**config.mk**
```make
export PLATFORM = sky130hd
export DESIGN_NAME = osc_message_stream_parser_unit
export DESIGN_NICKNAME = d
export VERILOG_FILES = /design/src/hw/rtl/osc_msp_pkg.sv /design/src/hw/rtl/osc_message_stream_parser_unit.sv
export SDC_FILE = /design/constraint.sdc
export NUM_CORES = 1
export LEC_CHECK = 0
export BUFFER_PORTS_ARGS = -buffer_cell sky130_fd_sc_hd__buf_4
export CAP_MARGIN = 20
export CORE_ASPECT_RATIO = 1.75
export CORE_MARGIN = 2
export CORE_UTILIZATION = 25
export CTS_CLUSTER_DIAMETER = 200
export DETAILED_ROUTE_END_ITERATION = 6
export PLACE_DENSITY = 0.5
export SLEW_MARGIN = 25
export SYNTH_ARGS = -nofsm -noshare
export SYNTH_HDL_FRONTEND = slang
export SYNTH_SLANG_ARGS = --single-unit
```
**constraint.sdc**
```tcl
create_clock -name i_clk -period 10.02 [get_ports i_clk]
set_clock_uncertainty 0.2 [all_clocks]
set_input_delay 2.004 -clock i_clk [delete_from_list [all_inputs] [get_ports i_clk]]
set_output_delay 2.004 -clock i_clk [all_outputs]
set_load 0.05 [all_outputs]
```
**src/hw/rtl/osc_msp_pkg.sv**
```systemverilog
// osc message stream parser: shared types, codes and default sizes
package osc_msp_pkg;

    localparam int DEF_ADDRESS_SIZE = 64;
    localparam int DEF_MAX_ARGS     = 8;
    localparam int DEF_MAX_PACKET   = 1024;

    localparam logic [7:0] CH_NULL  = 8'h00;
    localparam logic [7:0] CH_SLASH = 8'h2F;
    localparam logic [7:0] CH_COMMA = 8'h2C;
    localparam logic [7:0] CH_INT   = 8'h69;
    localparam logic [7:0] CH_FLOAT = 8'h66;
    localparam logic [7:0] CH_STR   = 8'h73;

    typedef logic [1:0] t_tag;
    localparam t_tag TAG_INT   = 2'd0;
    localparam t_tag TAG_FLOAT = 2'd1;
    localparam t_tag TAG_STR   = 2'd2;
    localparam t_tag TAG_OTHER = 2'd3;

    typedef logic [1:0] t_kind;
    localparam t_kind KIND_INT    = 2'd0;
    localparam t_kind KIND_FLOAT  = 2'd1;
    localparam t_kind KIND_STR    = 2'd2;
    localparam t_kind KIND_STATUS = 2'd3;

    typedef struct packed {
        t_kind       kind;
        logic [31:0] arg_value;
        logic [9:0]  string_offset;
        logic [9:0]  string_length;
        logic [2:0]  arg_position;
        logic        accepted;
        logic [3:0]  argument_total;
        logic [5:0]  address_length;
        logic        run_end;
    } t_result;

endpackage

```
**src/hw/rtl/osc_message_stream_parser_unit.sv**
```systemverilog
// osc message stream parser: byte-wide parse logic and result queue
// results are registered into the result queue, whose head entry drives the outputs
// throughput: one byte per cycle while o_in_ready is high; a byte that yields an
// argument and a status pushes two entries into the four-entry result queue
// input ready while at least two queue entries are free
// synchronous active-low reset clears the parser registers and empties the queue; the tag store is not reset
module osc_message_stream_parser_unit #(
    parameter int ADDRESS_SIZE = osc_msp_pkg::DEF_ADDRESS_SIZE,
    parameter int MAX_ARGS     = osc_msp_pkg::DEF_MAX_ARGS,
    parameter int MAX_PACKET   = osc_msp_pkg::DEF_MAX_PACKET
) (
    input  logic                     i_clk,
    input  logic                     i_rst_n,
    input  logic                     i_in_valid,
    output logic                     o_in_ready,
    input  logic [7:0]               i_data_byte,
    input  logic                     i_end_of_packet,
    output logic                     o_out_valid,
    input  logic                     i_out_ready,
    output osc_msp_pkg::t_kind       o_kind,
    output logic [31:0]              o_arg_value,
    output logic [9:0]               o_string_offset,
    output logic [9:0]               o_string_length,
    output logic [2:0]               o_arg_position,
    output logic                     o_accepted,
    output logic [3:0]               o_argument_total,
    output logic [5:0]               o_address_length,
    output logic                     o_run_end
);
    import osc_msp_pkg::*;

    localparam int PW = $clog2(MAX_PACKET + 1);
    localparam int AW = $clog2(ADDRESS_SIZE + 1);
    localparam int CW = $clog2(MAX_ARGS + 1);
    localparam int XW = ((PW > AW) ? PW : AW) + 2;
    localparam int QD = 4;
    localparam int QW = $clog2(QD);

    localparam logic [2:0] PH_ADDR  = 3'd0;
    localparam logic [2:0] PH_APAD  = 3'd1;
    localparam logic [2:0] PH_COMMA = 3'd2;
    localparam logic [2:0] PH_TAGS  = 3'd3;
    localparam logic [2:0] PH_TPAD  = 3'd4;
    localparam logic [2:0] PH_ARGS  = 3'd5;
    localparam logic [2:0] PH_DONE  = 3'd6;

    logic [PW-1:0] r_pos, n_pos;
    logic [2:0]    r_phase, n_phase;
    logic [AW-1:0] r_addr, n_addr;
    logic [CW-1:0] r_tag_total, n_tag_total;
    logic [PW-1:0] r_tag_chars, n_tag_chars;
    logic [CW-1:0] r_cur, n_cur;
    logic [31:0]   r_word, n_word;
    logic [PW-1:0] r_sstart, n_sstart;
    logic [PW-1:0] r_schars, n_schars;
    logic [CW-1:0] r_parsed, n_parsed;
    logic          r_rej, n_rej;
    logic          r_null, n_null;
    logic [XW-1:0] r_tend, n_tend;

    t_tag          r_tags [MAX_ARGS+1];
    logic          w_tag_we;
    logic          w_tag_shift;
    t_tag          w_tag_code;

    t_result       r_queue [QD];
    logic [QW-1:0] r_wptr, r_rptr;
    logic [QW:0]   r_count;

    logic          w_in_fire;
    logic          w_out_fire;
    logic [XW-1:0] w_pos1;
    logic [XW-1:0] w_pad_addr;
    logic [XW-1:0] w_pad_tags;
    logic [XW-1:0] w_pad_str;
    logic [XW-1:0] w_rel;
    logic          w_begin;
    logic [CW-1:0] w_begin_cur;
    t_tag          w_begin_tag;
    logic          w_done;
    t_tag          w_cur_tag;
    logic          w_arg_push;
    t_result       w_arg;
    t_result       w_stat;
    logic          w_ok;
    t_result       w_first;
    t_result       w_second;
    logic [1:0]    w_npush;

    assign w_in_fire  = i_in_valid && o_in_ready;
    assign w_out_fire = o_out_valid && i_out_ready;
    assign o_in_ready = (r_count <= (QW+1)'(QD - 2));
    assign o_out_valid = (r_count != '0);

    assign w_pos1     = XW'(r_pos) + XW'(1);
    assign w_pad_addr = (XW'(r_addr) & ~XW'(3)) + XW'(4);
    assign w_pad_tags = (XW'(r_tag_chars) & ~XW'(3)) + XW'(4);
    assign w_pad_str  = (XW'(r_schars) & ~XW'(3)) + XW'(4);
    assign w_rel      = XW'(r_pos) - XW'(r_sstart);
    assign w_cur_tag  = r_tags[0];

    always_comb begin
        n_pos       = r_pos;
        n_phase     = r_phase;
        n_addr      = r_addr;
        n_tag_total = r_tag_total;
        n_tag_chars = r_tag_chars;
        n_cur       = r_cur;
        n_word      = r_word;
        n_sstart    = r_sstart;
        n_schars    = r_schars;
        n_parsed    = r_parsed;
        n_rej       = r_rej;
        n_null      = r_null;
        n_tend      = r_tend;
        w_tag_we    = 1'b0;
        w_tag_shift = 1'b0;
        w_tag_code  = TAG_OTHER;
        w_begin     = 1'b0;
        w_begin_cur = r_cur;
        w_begin_tag = r_tags[0];
        w_done      = 1'b0;
        w_arg_push  = 1'b0;
        w_arg       = '0;
        w_stat      = '0;
        w_ok        = 1'b0;

        if (w_in_fire) begin
            if (r_pos >= PW'(MAX_PACKET)) begin
                n_rej = 1'b1;
            end
            if (!n_rej) begin
                unique case (r_phase)
                    PH_ADDR: begin
                        if ((r_pos == '0) && (i_data_byte != CH_SLASH)) begin
                            n_rej = 1'b1;
                        end else if (i_data_byte == CH_NULL) begin
                            n_phase = (w_pos1 == w_pad_addr) ? PH_COMMA : PH_APAD;
                        end else begin
                            n_addr = r_addr + AW'(1);
                            if (n_addr >= AW'(ADDRESS_SIZE)) begin
                                n_rej = 1'b1;
                            end
                        end
                    end
                    PH_APAD: begin
                        if (w_pos1 == w_pad_addr) begin
                            n_phase = PH_COMMA;
                        end
                    end
                    PH_COMMA: begin
                        if (i_data_byte != CH_COMMA) begin
                            n_rej = 1'b1;
                        end else begin
                            n_tag_chars = PW'(1);
                            n_phase     = PH_TAGS;
                        end
                    end
                    PH_TAGS: begin
                        if (i_data_byte == CH_NULL) begin
                            n_tend = w_pad_addr + w_pad_tags;
                            if (w_pos1 == n_tend) begin
                                w_begin = 1'b1;
                            end else begin
                                n_phase = PH_TPAD;
                            end
                        end else begin
                            if (r_tag_total < CW'(MAX_ARGS)) begin
                                case (i_data_byte)
                                    CH_INT:   w_tag_code = TAG_INT;
                                    CH_FLOAT: w_tag_code = TAG_FLOAT;
                                    CH_STR:   w_tag_code = TAG_STR;
                                    default:  w_tag_code = TAG_OTHER;
                                endcase
                                w_tag_we    = 1'b1;
                                n_tag_total = r_tag_total + CW'(1);
                            end
                            n_tag_chars = r_tag_chars + PW'(1);
                        end
                    end
                    PH_TPAD: begin
                        if (w_pos1 == r_tend) begin
                            w_begin = 1'b1;
                        end
                    end
                    PH_ARGS: begin
                        if (w_cur_tag == TAG_STR) begin
                            if (!r_null) begin
                                if (i_data_byte == CH_NULL) begin
                                    n_null = 1'b1;
                                end else begin
                                    n_schars = r_schars + PW'(1);
                                end
                            end
                            if (n_null && ((w_rel + XW'(1)) == w_pad_str)) begin
                                w_done             = 1'b1;
                                w_arg.kind          = KIND_STR;
                                w_arg.string_offset = 10'(r_sstart);
                                w_arg.string_length = 10'(r_schars);
                            end
                        end else begin
                            n_word = {r_word[23:0], i_data_byte};
                            if (w_rel == XW'(3)) begin
                                w_done          = 1'b1;
                                w_arg.kind      = t_kind'(w_cur_tag);
                                w_arg.arg_value = n_word;
                            end
                        end
                        if (w_done) begin
                            w_arg.arg_position = 3'(r_cur);
                            w_arg_push  = 1'b1;
                            w_tag_shift = 1'b1;
                            n_cur       = r_cur + CW'(1);
                            n_parsed    = r_parsed + CW'(1);
                            w_begin     = 1'b1;
                            w_begin_cur = n_cur;
                            w_begin_tag = r_tags[1];
                        end
                    end
                    PH_DONE: begin
                    end
                    default: begin
                    end
                endcase
            end

            if (w_begin) begin
                if ((w_begin_cur >= r_tag_total) || (w_begin_tag == TAG_OTHER)) begin
                    n_phase = PH_DONE;
                end else begin
                    n_phase  = PH_ARGS;
                    n_sstart = PW'(w_pos1);
                    n_schars = '0;
                    n_word   = '0;
                    n_null   = 1'b0;
                end
            end

            if (r_pos < PW'(MAX_PACKET)) begin
                n_pos = r_pos + PW'(1);
            end

            if (i_end_of_packet) begin
                w_ok = !n_rej && ((n_phase == PH_ARGS) || (n_phase == PH_DONE));
                w_stat.kind           = KIND_STATUS;
                w_stat.accepted       = w_ok;
                w_stat.argument_total = w_ok ? 4'(n_parsed) : 4'd0;
                w_stat.address_length = w_ok ? 6'(n_addr) : 6'd0;
                w_stat.run_end        = 1'b1;
                n_pos       = '0;
                n_phase     = PH_ADDR;
                n_addr      = '0;
                n_tag_total = '0;
                n_tag_chars = '0;
                n_cur       = '0;
                n_word      = '0;
                n_sstart    = '0;
                n_schars    = '0;
                n_parsed    = '0;
                n_rej       = 1'b0;
                n_null      = 1'b0;
                n_tend      = '0;
            end else begin
                w_arg.run_end = 1'b1;
            end
        end
    end

    always_comb begin
        w_first  = w_arg_push ? w_arg : w_stat;
        w_second = w_stat;
        w_npush  = '0;
        if (w_in_fire) begin
            w_npush = (w_arg_push && i_end_of_packet) ? 2'd2 :
                      ((w_arg_push || i_end_of_packet) ? 2'd1 : 2'd0);
        end
    end

    always_ff @(posedge i_clk) begin
        if (!i_rst_n) begin
            r_pos       <= '0;
            r_phase     <= PH_ADDR;
            r_addr      <= '0;
            r_tag_total <= '0;
            r_tag_chars <= '0;
            r_cur       <= '0;
            r_word      <= '0;
            r_sstart    <= '0;
            r_schars    <= '0;
            r_parsed    <= '0;
            r_rej       <= 1'b0;
            r_null      <= 1'b0;
            r_tend      <= '0;
        end else begin
            r_pos       <= n_pos;
            r_phase     <= n_phase;
            r_addr      <= n_addr;
            r_tag_total <= n_tag_total;
            r_tag_chars <= n_tag_chars;
            r_cur       <= n_cur;
            r_word      <= n_word;
            r_sstart    <= n_sstart;
            r_schars    <= n_schars;
            r_parsed    <= n_parsed;
            r_rej       <= n_rej;
            r_null      <= n_null;
            r_tend      <= n_tend;
        end
    end

    // tag store: filled in order, shifted down as each argument completes
    always_ff @(posedge i_clk) begin
        if (w_tag_shift) begin
            for (int i = 0; i < MAX_ARGS; i++) begin
                r_tags[i] <= r_tags[i+1];
            end
            r_tags[MAX_ARGS] <= TAG_OTHER;
        end else if (w_tag_we) begin
            r_tags[r_tag_total] <= w_tag_code;
        end
    end

    always_ff @(posedge i_clk) begin
        if (w_npush != 2'd0) begin
            r_queue[r_wptr] <= w_first;
        end
        if (w_npush == 2'd2) begin
            r_queue[r_wptr + QW'(1)] <= w_second;
        end
    end

    always_ff @(posedge i_clk) begin
        if (!i_rst_n) begin
            r_wptr  <= '0;
            r_rptr  <= '0;
            r_count <= '0;
        end else begin
            r_wptr  <= r_wptr + QW'(w_npush);
            r_rptr  <= r_rptr + QW'(w_out_fire);
            r_count <= r_count + (QW+1)'(w_npush) - (QW+1)'(w_out_fire);
        end
    end

    assign o_kind           = r_queue[r_rptr].kind;
    assign o_arg_value      = r_queue[r_rptr].arg_value;
    assign o_string_offset  = r_queue[r_rptr].string_offset;
    assign o_string_length  = r_queue[r_rptr].string_length;
    assign o_arg_position   = r_queue[r_rptr].arg_position;
    assign o_accepted       = r_queue[r_rptr].accepted;
    assign o_argument_total = r_queue[r_rptr].argument_total;
    assign o_address_length = r_queue[r_rptr].address_length;
    assign o_run_end        = r_queue[r_rptr].run_end;

endmodule
```
; ---- Word level (Yosys, flattened, before mapping)
; Memory sizes are Yosys's and may differ from the RTL's. A register that Yosys moved wholly into a read port is not among the register bits.
; Index checks and enable logic that the tools add are counted.
; W data, S select, Z words.
[word_totals]
n_memories = 2
word_cells = 247
register_bits = 120
input_bits = 13
ramBits = 294
out_inout_bits = 71
[classes]
n_eq_ne = 26
magnitude_cmp = 6
mux = 148
reduce_logical = 29
add_sub_neg = 19
[memory_table]
columns = name, words, word_bits, read_ports, rd_ports_with_merged_regs, wr, line_no
row1 = r_queue, 4, 69, 1, 1, 2, osc_message_stream_parser_unit.sv:66  ; t_result r_queue [QD];
row2 = r_tags, 9, 2, 9, 0, 9, osc_message_stream_parser_unit.sv:61  ; t_tag r_tags [MAX_ARGS+1];
[op_table]
columns = operator, n
row1 = $mux W32, 7
row2 = $mux W11, 17
row3 = $mux W57, 3
row4 = $mux W69, 1
row5 = $mux W4, 16
row6 = $mux W1, 54
row7 = $mux W13, 4
row8 = $mux W20, 2
row9 = $mux W2, 19
row10 = $mux W7, 5
row11 = $mux W34, 1
row12 = $add A11 B1 Y11 const B, 3
row13 = $mux W3, 11
row14 = $eq A12 B13 Y1, 2
row15 = $add A11 B3 Y12 const B, 2
row16 = $eq A8 B7 Y1 const B, 3
row17 = $mux W12, 2
row18 = $pmux W11 S2, 1
row19 = $ne A8 B6 Y1 const B, 2
row20 = $reduce_and A5 Y1, 3
row21 = $reduce_bool A2 Y1, 7
row22 = $add A12 B2 Y13 const B, 1
row23 = $add A8 B12 Y13, 1
row24 = $eq A13 B12 Y1, 1
row25 = other kinds (40), 60

; ---- Longest topological paths before layout
[depth]
word_depth = 29
ltp_mapped = 27
mapped_depth_nobuf = 24

; ---- Least setup slack after synthesis
; Ideal clock, no wire load.
[synth_path]
kind = in2reg
from = input port i_data_byte[0]
to = register r_word[0]
arrival_time_ps = 6456
required_ps = 9703
stages = 25
setup_ps = 117
path_buffers = 4
slack_ps = 3247
path_cell_list = clkbuf_1 > nor4_1 > and2_1 > clkbuf_1 > nor2_1 > nor2_1 > nand2_1 > a211o_1 > a2111oi_4 > a31oi_1 > inv_1 > ha_1 > mux2i_1 > ha_1 > nand2b_1 > a21o_1 > a21o_1 > a221oi_1 > o211ai_2 > a311oi_1 > and3_1 > buf_2 > nor4_4 > buf_2 > a22o_1
[synth_via]
elab_chain_cells = 22
elab_cells_between_ends = 35
cone_classes = 1 x order compare / 1 x eq/ne / 30 x mux / 3 x reduce/logical
[synth_lines]
columns = element, line_no
row1 = from (decl), osc_message_stream_parser_unit.sv:16  ; input logic [7:0] i_data_byte,
row2 = $logic_not A8 Y1, "osc_message_stream_parser_unit.sv:160, osc_message_stream_parser_unit.sv:189"
row3 = $mux W1, osc_message_stream_parser_unit.sv:189  ; if (i_data_byte == CH_NULL) begin
row4 = $mux W1, osc_message_stream_parser_unit.sv:188  ; if (!r_null) begin
row5 = $mux W1, osc_message_stream_parser_unit.sv:187  ; if (w_cur_tag == TAG_STR) begin
row6 = $mux W1, osc_message_stream_parser_unit.sv:133  ; unique case (r_phase)
row7 = $mux W1, osc_message_stream_parser_unit.sv:132  ; if (!n_rej) begin
row8 = $mux W1, osc_message_stream_parser_unit.sv:128  ; if (w_in_fire) begin
row9 = $logic_and A1 B1 Y1, osc_message_stream_parser_unit.sv:195  ; if (n_null && ((w_rel + XW'(1)) == w_pad_str)) begin
row10 = [6 not listed], -
row11 = $mux W4 / $mux W2 (equally long branches), osc_message_stream_parser_unit.sv:133
row12 = $mux W4 / $mux W2 (equally long branches), -
row13 = $mux W4 / $mux W2 (equally long branches), osc_message_stream_parser_unit.sv:128
row14 = $ge A4 B4 Y1 / $eq A2 B2 Y1 (equally long branches), osc_message_stream_parser_unit.sv:228  ; if ((w_begin_cur >= r_tag_total) || (w_begin_tag == TAG_OTHER)) begin
row15 = $logic_or A1 B1 Y1, osc_message_stream_parser_unit.sv:228
row16 = $mux W32, osc_message_stream_parser_unit.sv:228
row17 = $mux W32 (*), osc_message_stream_parser_unit.sv:227  ; if (w_begin) begin
row18 = $mux W32 (*), osc_message_stream_parser_unit.sv:243  ; if (i_end_of_packet) begin
row19 = to (signal assigned), osc_message_stream_parser_unit.sv:301  ; r_word <= n_word;
row20 = to (decl), osc_message_stream_parser_unit.sv:53  ; logic [31:0] r_word, n_word;
; Mark *: on every way between the ends. The rest lies on a longest branch, timed or not. The select of a mux whose other input is x is not followed.
; A chain may end at the register's enable or synchronous reset.

; ---- Final worst setup path
[layout_path]
from = register r_pos[0]
to = register r_sstart[7]
[layout_via]
elab_chain_cells = 17
elab_cells_between_ends = 41
cone_classes = 3 x add/sub / 2 x order compare / 6 x eq/ne / 26 x mux / 4 x reduce/logical
[layout_lines]
columns = element, line_no
row1 = from (decl), osc_message_stream_parser_unit.sv:47  ; logic [PW-1:0] r_pos, n_pos;
row2 = from (signal assigned), osc_message_stream_parser_unit.sv:295  ; r_pos <= n_pos;
row3 = $sub A11 B11 Y12, osc_message_stream_parser_unit.sv:99  ; assign w_rel = XW'(r_pos) - XW'(r_sstart);
row4 = $add A12 B2 Y13, osc_message_stream_parser_unit.sv:195
row5 = $eq A13 B12 Y1, osc_message_stream_parser_unit.sv:195
row6 = $logic_and A1 B1 Y1, osc_message_stream_parser_unit.sv:195
row7 = $mux W1, osc_message_stream_parser_unit.sv:195
row8 = $mux W1, osc_message_stream_parser_unit.sv:187
row9 = $mux W1, osc_message_stream_parser_unit.sv:133
row10 = $mux W1, osc_message_stream_parser_unit.sv:132
row11 = $mux W1, osc_message_stream_parser_unit.sv:128
row12 = $mux W4 / $mux W2 (equally long branches), -
row13 = $mux W4 / $mux W2 (equally long branches), osc_message_stream_parser_unit.sv:133
row14 = $mux W4 / $mux W2 (equally long branches), -
row15 = $mux W4 / $mux W2 (equally long branches), osc_message_stream_parser_unit.sv:128
row16 = $ge A4 B4 Y1 / $eq A2 B2 Y1 (equally long branches), osc_message_stream_parser_unit.sv:228
row17 = $logic_or A1 B1 Y1, osc_message_stream_parser_unit.sv:228
row18 = $ne A2 B2 Y1 (no source line), -
row19 = $reduce_and A3 Y1 (no source line), -
row20 = to (signal assigned), osc_message_stream_parser_unit.sv:302  ; r_sstart <= n_sstart;
row21 = to (decl), osc_message_stream_parser_unit.sv:54  ; logic [PW-1:0] r_sstart, n_sstart;
; Several ways; a longest one is shown, not always the timed one. The select of a mux whose other input is x is not followed.

==> impl_table.tex <==
\begin{tabular}{lr}
\hline
Metric & Value \\
\hline
\multicolumn{2}{l}{\textbf{Outcome}} \\
Result of the run & complete, no violations \\
\multicolumn{2}{l}{\textbf{Clocking}} \\
Clock H-tree levels & 2 \\
Total number of clock tree sinks & 403 \\
Clock Pin Slew Worst Setup and Hold Paths & 0.07 ns \\
Hold-fix buffer count after cts & 0 \\
Post-cts gate resize count & 0 \\
Clock Root Buffer & clkbuf\_16 \\
Clock buffer count from CTS & 38 \\
Post-CTS Setup Repair Bufs & 0 \\
Later-pin clock latency in the skew report & 0.56 ns \\
Maximum clock insertion buffer count & 3 \\
TritonCTS clock tree & yes \\
\multicolumn{2}{l}{\textbf{Setup path}} \\
Worst-case register-to-register setup slack & 2.79 ns \\
CP Capture Type & register \\
Crit Path Max Fanout & 20 \\
End of the worst register-to-register path & r\_sstart[7] \\
Launch instance of the worst register-to-register path & r\_pos[0] \\
Count of cells along the worst register-to-register path & 24 \\
Critical Path RT & 10.23 ns \\
Type of the worst setup path & reg -> reg \\
Critical path startpoint category & register \\
Critical Path AT & 7.44 ns \\
\multicolumn{2}{l}{\textbf{Die}} \\
Placeable core area & 75200 um2 \\
Die footprint & 78400 um2 \\
Die span in y & 369 um \\
Initial core utilization & 0.253 \\
Number of top-level pins & 84 \\
Total number of placement rows & 133 \\
Horiz. Die Dim & 213 um \\
\multicolumn{2}{l}{\textbf{Worst hold path}} \\
Hold worst-path end & r\_queue[0][45] \\
Kind of path behind the tightest hold check & reg -> reg \\
Hold depth & 2 \\
Origin of the worst min-delay path & r\_queue[0][45] \\
\multicolumn{2}{l}{\textbf{STA}} \\
Share of the clock period used by the worst path & 0.722 \\
F\_max & 0.138 GHz \\
Unrepaired setup endpoints after global routing & no \\
Max-Slew Margin vs Limit & 0.359 \\
Hold slack & 0.246 ns \\
Hold violation total from the final report & 0 \\
Final count of pins violating max slew & 0 \\
Setup TNS & 0 ns \\
Number of failing setup endpoints in the final timing report & 0 \\
Transition at the pin with the smallest max-transition slack & 0.949 ns \\
Min cycle time layout & 7.23 ns \\
\multicolumn{2}{l}{\textbf{Global route}} \\
First-pass GRT wire length & 91.0 mm \\
Via count of the first global-routing pass & 15.3k \\
Pin count of the biggest net entering global routing & 56 \\
Gr usage total & 0.152 \\
Residual overflow from global routing & 0 \\
Initial antenna violation count & 1 \\
\multicolumn{2}{l}{\textbf{Placement}} \\
Final estimated routing congestion in global placement & 0.853 \\
DP HPWL & 42.0 mm \\
Count of input and output buffers & 83 \\
Placed cells & 2923 \\
Placement-stage cell area & 20600 um2 \\
\multicolumn{2}{l}{\textbf{Routing}} \\
Number of optimization iterations in the first detailed-route pass & 5 \\
Routed wire length per instance & 20.2 um \\
WL met2 & 32.4 mm \\
Met3 layer wire length in the routed design & 2.33 mm \\
Vias per Instance & 5.02 \\
Number of design-rule violations left by the first detailed-router iteration & 958 \\
Number of remaining DRC errors & 0 \\
DRT Wirelength & 60.3 mm \\
Total via count after detailed routing & 15.0k \\
Uppermost layer routed & met5 \\
Routed Antenna Nets & 0 \\
Met1 WL & 22.1 mm \\
\multicolumn{2}{l}{\textbf{Yosys}} \\
Netlist cell types & 91 \\
Synth top area cells & dfxtp\_1, edfxtp\_1, mux4\_2, nand2\_1, a22o\_1 \\
Synthesized cell area & 19000 um2 \\
Total of warnings raised by yosys & 0 \\
Share of flip-flops with an asynchronous set or reset & 0 \\
Share of Yosys cell area claimed by the top area cell type & 0.346 \\
Share of synthesized area occupied by flip-flops and latches & 0.463 \\
List of most frequent post-synthesis cells & dfxtp\_1, nand2\_1, nor2\_1 \\
Post-synth EDFFs & 74 \\
Library cell with the highest instance count after synthesis & dfxtp\_1 \\
Largest area contributor in the synthesized netlist & dfxtp\_1 \\
Mapped Avg Cell Area & 9.86 um2 \\
Cell count after synthesis & 1929 \\
Dominant synthesized flop cell & dfxtp\_1 \\
Number of flip-flops and latches in the synthesized netlist & 403 \\
\multicolumn{2}{l}{\textbf{Power and ir drop}} \\
IR Drop Worst-Case VDD & 99.6 uV \\
Power Dens Cells & 171 nW/um2 \\
Leak Pwr & 7.50 nW \\
\multicolumn{2}{l}{\textbf{Cells and area}} \\
Net count reported at finish & 2015 \\
Fraction of final layout cells sized beyond drive strength 1 & 0.144 \\
Fin util & 0.291 \\
Number of cells in the finished layout apart from fillers & 2989 \\
ANT cells & 0 \\
Final Instance Area & 21900 um2 \\
Layout Area Growth over Synthesis & 15.0\% \\
\multicolumn{2}{l}{\textbf{Run}} \\
Max capacitance violation total & 0 \\
\hline
\end{tabular}
per-layer routing:
metal | vias up | track usage
met3 | 157 | 0.0194
met5 | - | 0
met1 | 7439 | 0.158
met4 | 2 | 0.0847
met2 | 385 | 0.289
li1 | 7032 | -
worst max-delay path, stage by stage (launching register included):
cell and delay (ns):
dfxtp_1 0.44, inv_1 0.12, ha_1 0.23, fa_1 0.41, nand2b_1 0.19, a211oi_2 0.44
o21ai_0 0.22, and2_1 0.23, or3_1 0.37, a211o_1 0.36, a2111oi_4 0.50, a31oi_1 0.20
inv_1 0.11, ha_1 0.22, mux2i_1 0.18, ha_1 0.26, nand2b_1 0.13, a21o_1 0.17
a21o_1 0.16, a221oi_1 0.31, o211ai_2 0.16, a311oi_1 0.25, and3_1 0.38, a21o_1 0.67
o22ai_1 0.15
cell type report:
cell class	instances	area, um2
Fill cell	7824	53300
Clock buffer	49	1040
Multi-Input combinational cell	1355	9540
Tap cell	1012	1270
Sequential cell	403	8820
Clock inverter	16	239
Timing Repair Buffer	103	777
Inverter	51	191
placed cells by master, fill, tap and decap left out, drive strengths merged, types with 20 or more instances in the layout:
| master | Yosys | final |
|---|---|---|
| xnor2 | 44 | 44 |
| xor2 | 42 | 42 |
| buf | 39 | 103 |
| a22o | 107 | 107 |
| a21oi | 55 | 55 |
| nor2 | 168 | 168 |
| mux4 | 69 | 69 |
| and2 | 22 | 22 |
| ha | 47 | 47 |
| inv | 50 | 52 |
| nor3 | 22 | 22 |
| dfxtp | 329 | 329 |
| o21ai | 193 | 193 |
| nand3 | 45 | 45 |
| edfxtp | 74 | 74 |
| mux2 | 20 | 20 |
| clkbuf | 82 | 49 |
| nand2 | 262 | 262 |
| nand4 | 28 | 28 |
flip-flops by register name, indices dropped and copies added (netlist names), 2 cells and up:
register and flops:
r_tags 18, r_word 24, r_pos 11, r_tend 10, r_wptr 2, r_sstart 11, r_tag_chars 11, r_rptr 2
r_phase 3, r_addr 7, r_queue 276, r_count 3, r_parsed 4, r_cur 4, r_tag_total 4, r_schars 11
through the flow:
| stage | power [W] | worst slack [ns] |
|---|---|---|
| 2_1_floorplan | 0.00208 | 3.25 |
| 3_3_place_gp | 0.00224 | 2.30 |
| 3_5_place_dp | 0.00225 | 2.22 |
| 4_1_cts | 0.00378 | 2.75 |
| 5_1_grt | 0.00387 | 2.24 |
| 6_report | 0.00373 | 2.79 |
kinds of logic after synthesis:
family | after synthesis | synth area share
buffers and inverters | 172 | 0.0361
flip-flops | 403 | 0.463
XOR/XNOR | 89 | 0.0440
AND/OR/NAND/NOR | 657 | 0.162
other | 1 | 0.000197
adder cells (fa/ha/maj) | 50 | 0.0341
AO/OA/AOI/OAI | 457 | 0.161
multiplexers | 100 | 0.0993
worst max path at each step:
| stage | start | end | slack [ns] | cells after the start |
|---|---|---|---|---|
| after floorplan | i_data_byte[0] | r_word[0] | 3.25 | 25 |
| after global placement | i_data_byte[3] | r_sstart[7] | 2.30 | 22 |
| after detailed placement | i_data_byte[0] | r_sstart[10] | 2.22 | 22 |
| after CTS | r_pos[0] | r_sstart[7] | 2.75 | 24 |
| after global routing | r_pos[0] | r_sstart[8] | 2.24 | 24 |
| final | r_pos[0] | r_sstart[7] | 2.79 | 24 |
report_power, final:
part	internal (W)	switching, W	total [W]
Combinational	0.000168	0.000307	0.000475
Clock	0.000891	0.000642	0.00153
Sequential	0.00167	0.0000605	0.00173
Total	0.00272	0.00101	0.00373
(Power assumes the default switching activity.)
